[src/design/sts_pkg.sv]
// Shared types, constants and elaboration-time table builders for the SOM training step.
// Used by sts_cell, sts_gain_rom and som_training_step; depends on nothing.
package sts_pkg;

    typedef longint          s64_t;
    typedef longint unsigned u64_t;

    localparam int   FRAC      = 48;
    localparam s64_t FX_ONE    = 64'sh0001_0000_0000_0000;
    localparam s64_t FX_PI     = 64'sd884279719003555;
    localparam s64_t FX_TWO_PI = 2 * FX_PI;
    localparam u64_t GAIN_DIV  = 64'd500 << 34;
    localparam u64_t GAIN_HALF = 64'd500 << 33;
    localparam int   ZERO_GAIN = 655;
    localparam int   PHASE_LEN = 1500000;

    typedef struct packed {
        logic signed [15:0] x;
        logic signed [15:0] y;
    } neuron_t;

    typedef struct packed {
        logic signed [15:0] sample_x;
        logic signed [15:0] sample_y;
        logic [23:0]        step_count;
    } sample_t;

    typedef struct packed {
        logic [5:0]  winner_index;
        logic [32:0] winner_distance;
    } result_t;

    // shift-and-subtract quotient; table building only
    function automatic u64_t udiv(u64_t a, u64_t b);
        u64_t q;
        u64_t r;
        q = '0;
        r = '0;
        for (int k = 63; k >= 0; k--)
        begin
            r = {r[62:0], a[k]};
            if (r >= b)
            begin
                r    = r - b;
                q[k] = 1'b1;
            end
        end
        return q;
    endfunction

    // quotient truncated towards zero
    function automatic s64_t sdiv(s64_t a, s64_t b);
        u64_t ua;
        u64_t ub;
        s64_t q;
        ua = (a < 0) ? u64_t'(-a) : u64_t'(a);
        ub = (b < 0) ? u64_t'(-b) : u64_t'(b);
        q  = s64_t'(udiv(ua, ub));
        return ((a < 0) != (b < 0)) ? -q : q;
    endfunction

    // bits [111:48] of the full product
    function automatic u64_t umul_fx(u64_t a, u64_t b);
        logic [127:0] wa;
        logic [127:0] wb;
        logic [127:0] p;
        wa = {64'd0, a};
        wb = {64'd0, b};
        p  = wa * wb;
        return p[111:48];
    endfunction

    function automatic s64_t fmul(s64_t a, s64_t b);
        bit   neg;
        u64_t ua;
        u64_t ub;
        s64_t r;
        neg = (a < 0) != (b < 0);
        ua  = (a < 0) ? u64_t'(-a) : u64_t'(a);
        ub  = (b < 0) ? u64_t'(-b) : u64_t'(b);
        r   = s64_t'(umul_fx(ua, ub));
        return neg ? -r : r;
    endfunction

    function automatic s64_t fx_sin(s64_t x_in);
        s64_t x;
        s64_t x2;
        s64_t term;
        s64_t sum;
        x = x_in;
        while (x > FX_PI)
            x = x - FX_TWO_PI;
        while (x < -FX_PI)
            x = x + FX_TWO_PI;
        x2   = fmul(x, x);
        term = x;
        sum  = x;
        for (int n = 1; n <= 16; n++)
        begin
            term = sdiv(-fmul(term, x2), s64_t'((2 * n) * (2 * n + 1)));
            sum  = sum + term;
        end
        return sum;
    endfunction

    // exp(-f), 0 <= f <= 1
    function automatic s64_t exp_frac(s64_t f);
        s64_t term;
        s64_t sum;
        term = FX_ONE;
        sum  = FX_ONE;
        for (int k = 1; k <= 25; k++)
        begin
            term = sdiv(fmul(term, f), s64_t'(k));
            sum  = ((k & 1) != 0) ? sum - term : sum + term;
        end
        return sum;
    endfunction

    function automatic s64_t exp_neg(s64_t x);
        s64_t n;
        s64_t r;
        s64_t e1;
        n  = x >>> FRAC;
        r  = exp_frac(x & (FX_ONE - 1));
        e1 = exp_frac(FX_ONE);
        for (s64_t i = 0; i < n; i++)
            r = fmul(r, e1);
        return r;
    endfunction

    function automatic int make_gain(int d, int p);
        s64_t c;
        u64_t num;
        u64_t den;
        u64_t q;
        u64_t x;
        u64_t mag;
        u64_t g;
        s64_t t;
        bit   neg;
        if (d == 0)
            return ZERO_GAIN;
        c   = 19 - 10 * s64_t'(p);
        num = 100 * u64_t'(d) * u64_t'(d);
        den = u64_t'(c * c);
        q   = udiv(num, den);
        if (q >= 50)
            return 0;
        x   = (q << FRAC) + udiv((num - q * den) << FRAC, den);
        t   = fmul(fx_sin(s64_t'(d) * FX_ONE), exp_neg(s64_t'(x)));
        neg = (t < 0) != (c < 0);
        mag = (t < 0) ? u64_t'(-t) : u64_t'(t);
        mag = mag * u64_t'(d) * u64_t'((c < 0) ? -c : c);
        g   = udiv(mag + GAIN_HALF, GAIN_DIV);
        if (neg)
            return (g > 32768) ? -32768 : -int'(g);
        return (g > 32767) ? 32767 : int'(g);
    endfunction

    function automatic int round_q(s64_t v);
        u64_t m;
        int   r;
        m = (v < 0) ? u64_t'(-v) : u64_t'(v);
        r = int'((m + (u64_t'(1) << 34)) >> 35);
        return (v < 0) ? -r : r;
    endfunction

    function automatic s64_t init_angle(int i, int n);
        s64_t th;
        th = sdiv(FX_TWO_PI * s64_t'(i), s64_t'(n));
        if (th > FX_PI)
            th = th - FX_TWO_PI;
        return th;
    endfunction

    function automatic int init_x(int i, int n);
        return round_q(fx_sin(init_angle(i, n) + (FX_PI >>> 1)));
    endfunction

    function automatic int init_y(int i, int n);
        return round_q(fx_sin(init_angle(i, n)));
    endfunction

    // n + floor(g*(s-n) / 2^15), saturated
    function automatic logic signed [15:0] move_toward(logic signed [15:0] n,
                                                       logic signed [15:0] s,
                                                       logic signed [15:0] g);
        logic signed [16:0] diff;
        logic signed [32:0] prod;
        logic signed [17:0] sh;
        logic signed [18:0] r;
        diff = 17'(s) - 17'(n);
        prod = 33'(g) * 33'(diff);
        sh   = 18'(prod >>> 15);
        r    = 19'(n) + 19'(sh);
        if (r > 19'sd32767)
            return 16'sh7FFF;
        if (r < -19'sd32768)
            return 16'sh8000;
        return r[15:0];
    endfunction

endpackage

[src/design/sts_cell.sv]
// One neuron slot of the rotating ring: holds a position, takes its neighbour's on shift.
// Depends on sts_pkg.
module sts_cell #(
    parameter logic signed [15:0] RESET_X = 16'sd0,
    parameter logic signed [15:0] RESET_Y = 16'sd0
) (
    input  logic            clk,
    input  logic            rst_n,
    input  logic            shift,
    input  sts_pkg::neuron_t d,
    output sts_pkg::neuron_t q
);

    sts_pkg::neuron_t pos_reg;

    always_ff @(posedge clk or negedge rst_n)
    begin
        if (!rst_n)
        begin
            pos_reg.x <= RESET_X;
            pos_reg.y <= RESET_Y;
        end
        else if (shift)
        begin
            pos_reg <= d;
        end
    end

    assign q = pos_reg;

endmodule

[config.mk]
export PLATFORM = sky130hd
export DESIGN_NAME = sts_cell
export DESIGN_NICKNAME = d
export VERILOG_FILES = /design/src/design/sts_pkg.sv /design/src/design/sts_cell.sv
export SDC_FILE = /design/constraint.sdc
export NUM_CORES = 1
export LEC_CHECK = 0
export ABC_AREA = 1
export BUFFER_PORTS_ARGS = -buffer_cell sky130_fd_sc_hd__buf_2
export CAP_MARGIN = 20
export CORE_MARGIN = 2
export CORE_UTILIZATION = 40
export DETAILED_ROUTE_END_ITERATION = 10
export GPL_ROUTABILITY_DRIVEN = 0
export PLACE_DENSITY_LB_ADDON = 0.15
export SETUP_SLACK_MARGIN = 0.2
export SKIP_CTS_REPAIR_TIMING = 1
export SLEW_MARGIN = 40
export SYNTH_ARGS = -nofsm -noshare
export SYNTH_HDL_FRONTEND = slang
export SYNTH_SLANG_ARGS = --single-unit
[constraint.sdc]
create_clock -name clk -period 0.8 [get_ports clk]
set_input_delay 0.08 -clock clk [delete_from_list [all_inputs] [get_ports clk]]
set_output_delay 0.08 -clock clk [all_outputs]
set_load 0.02 [all_outputs]
# After elaboration in Yosys (flattened, before gate mapping)
# Cells that the tools add are included.
dict set report totals {
  regBits 32
  inputBits 35
}

# Longest topological paths before layout
dict set report depth {
  ltp_word 0
  depth_mapped 5
  mapped_depth_nobuf 3
}

# Worst setup path after synthesis
# No wires, ideal clock.
dict set report synth_timing {
  path_kind {reg2reg}
  start {register q[15] (netlist name)}
  end {register pos_reg (netlist bit q[15])}
  path_buffers 0
  path_slack_ns 0.118
  t_required_ns 0.683
  setup_time_ns 0.117
  stages_incl_launch_ff 3
  arrival_ns 0.565
  period_less_slack_ns 0.682
  cell_sequence {dfrtp_1 -> nand2_2 -> nand2_1}
}
# element line_no
set synth_rtl {}
lappend synth_rtl {{end, declared} sts_cell.sv:14} ;# sts_pkg::neuron_t pos_reg;

# Worst setup path after layout
dict set report layout_timing {
  start {register pos_reg (netlist bit q[23])}
  end {output port q[23] (netlist bit)}
}
# element line_no
set layout_rtl {}
lappend layout_rtl {{end, declared} sts_cell.sv:11} ;# output sts_pkg::neuron_t q
# No word-level cell between the ends.

==> results.py <==
metrics = {
    "global_routing": {
        "grt-ovfl-total": 0,
        "grt_pass1_vias": 1008,
        "antenna_found_initial": 0,
        "grt_pass1_wl_um": 4319,
        "grt_max_degree": 33,
        "track_usage_pct": 16.35,
    },
    "layout": {
        "nFillCells": 267,
        "area_growth_pct": 62.83,
        "area.sequential_um2": 840.8,
        "largest_reg_flops": 32,
        "final_cell_area_um2": 2105,
        "layout.nets": 257,
        "final_cell_count_no_fill": 266,
        "multi_input_area_um2": 402.9,
        "drive_gt1_share_pct": 59.91,
        "antenna_cells": 0,
    },
    "timing": {
        "clock_skew_ns": 0,
        "fin_ws_ns": -0.1591,
        "slew-limit-headroom_pct": 84.69,
        "max_freq_mhz": 1043,
        "fin_crit_sh_pct": 119.9,
        "rsz0062_at_grt": "yes",
        "finalMaxSlewViolations": 0,
        "hold_viol": 22,
        "holdWs_ns": -0.04469,
        "min_period_ns": 0.9591,
        "setup-violations-final": 32,
        "worstMarginPinSlew_ns": 0.2296,
    },
    "synthesis": {
        "synth_top_family_by_area": "simple AND/OR/NAND/NOR gates",
        "ys_top_cells_by_count": "86 x nand2_1, 32 x dfrtp_1, 10 x nand2_2, 3 x buf_6, 3 x clkbuf_8",
        "synthTopCellsByArea": "dfrtp_1 62%, nand2_1 25%, nand2_2 4.8%, clkbuf_8 3.2%, buf_6 2.6%",
        "synth_compound_area_share_pct": 0,
        "synth_top_area_cell": "dfrtp_1",
        "avgSynthCellArea_um2": 9.504,
        "synth-xor-area-share_pct": 0,
        "synth_edf_count": 0,
        "synth.top_cell.area_share_pct": 61.96,
        "ys.warnings.count": 0,
        "synth-simple-area-share_pct": 29.82,
        "yosysUniqueCellTypes": 7,
        "synth.yosys.seq_area_share_pct": 61.96,
        "synth.most_common_cell": "nand2_1",
        "postSynthNetCount": 171,
        "syn_area_um2": 1292,
        "synth.ff_latch_count": 32,
        "synth_adder_area_share_pct": 0,
        "synth_cells": 136,
        "ys_async_sr_fraction_pct": 100.0,
        "ys.flop_type": "dfrtp_1",
        "synth_mux_area_share_pct": 0,
    },
    "worst_setup_path": {
        "critPathRequiredTime_ns": 0.72,
        "critical_path.top_delay_family": "flip-flops",
        "crit_chain": "buf_6",
        "max_stage_delay_ns": 0.43,
        "r2r_start": "q[18]",
        "worstRegToRegCells": 3,
        "critPathArrivalTime_ns": 0.88,
        "worst-path-stages": 1,
        "cpMaxStageDelayCell": "dfrtp_2",
        "end_kind": "output pin",
        "setup.worst_path.end": "q[23]",
        "reg2reg_to": "q[18]",
        "start_kind": "flop",
        "cp_num_buf_inv": 1,
        "reg2reg_slack_ns": 0.04,
        "crit_type": "reg2out",
        "cp-startpoint": "q[23]",
        "worstPathMaxFanout": 2,
    },
    "clock_tree": {
        "htreeDepth": 2,
        "clock-sinks": 32,
        "max-clock-path-buffers": 2,
        "numCtsBuffers": 5,
        "cts-root-buf": "clkbuf_4",
        "clk_pin_slew_ns": 0.09,
        "insertion_delay_ns": 0.31,
        "cts_tree": "done",
    },
    "placed_design": {
        "dp_hpwl_um": 2002,
        "io_buffers": 66,
        "dp.cells": 242,
        "placed_area_um2": 1658,
    },
    "detailed_routing": {
        "viasPerCell": 4.289,
        "wire_per_inst_um": 11.31,
        "drtPass1Iterations": 4,
        "postRouteAntennaNets": 0,
        "drt_iter0_markers": 55,
        "vias": 1141,
        "drc": 0,
        "drt-total-wl_um": 3008,
    },
    "die": {
        "initial_utilization_pct": 42.34,
        "die_w_um": 60.85,
        "dieArea_um2": 3702,
        "ioPinCount": 67,
        "coreArea_um2": 3053,
        "die-height_um": 60.85,
        "rows": 20,
    },
    "flow_run": {
        "drv_cap": 0,
    },
    "min_path": {
        "min-delay-start": "d[16]",
        "hold_path.class": "in2reg",
    },
    "power": {
        "powerDensity_nw_per_um2": 1822,
        "leakage_uw": 0.001109,
        "ir_drop_uv": 1061,
    },
    "run_status": {
        "status": "finished with violations",
        "violations": "hold timing, setup timing",
    },
}
-- worst min path at each step --
stage          endpoint  slack [ns]  cells after the start
3_3_place_gp      q[20]        0.05                      2
3_5_place_dp      q[20]        0.05                      2
4_1_cts           q[20]       -0.31                      2
6_report          q[16]       -0.04                      3
2_1_floorplan      q[0]       -0.22                      0
5_1_grt            q[2]       -0.05                      3
-- routing by layer --
layer	global-route usage, %	wire [um]	up-vias	part of all wire, %
met5	0	0	-	0
met4	5.590	14	0	0.47
met3	7.249	239	2	7.9
met2	26.42	1562	42	52
met1	19.51	1190	521	40
li1	-	-	576	-
-- metrics by stage --
| stage | total power (uW) | util (%) | TNS, ns | setup WS, ns | hold slack (ns) |
|---|---|---|---|---|---|
| floorplan | 2299 | - | 0 | 0.1518 | -0.2156 |
| global placement | 2551 | 54.30 | 0 | 0.1155 | 0.04651 |
| detailed placement | 2576 | 54.30 | 0 | 0.07097 | 0.04645 |
| CTS | 3579 | 56.43 | -5.886 | -0.2038 | -0.3123 |
| global route | 4059 | 68.93 | -6.319 | -0.2146 | -0.05099 |
| finish | 3835 | 68.93 | -4.705 | -0.1591 | -0.04469 |
-- area by class of cell --
cell class                 instances  area share, %
sequential                        32          39.95
multi-input combinational         96          19.14
timing repair buffer              86          34.66
tap                               44          2.616
inverter                           1         0.5351
clock buffer                       7          3.092
-- kinds of logic after synthesis --
| family | after synthesis |
|---|---|
| simple gates | 96 |
| flops | 32 |
| buf+inv | 8 |
-- placed cells by master (no fill, tap or decap), drive strengths merged --
cell	n
inv	1
buf	76
dfrtp	32
clkbuf	7
nand2	96
dlygate4sd3	10
-- power breakdown --
group / switching [uW] / total [uW] / internal, uW
Combinational: 454 / 944 / 491
Clock: 490 / 988 / 498
Sequential: 117 / 1900 / 1790
Note: power is estimated with default switching activity, not from simulation.
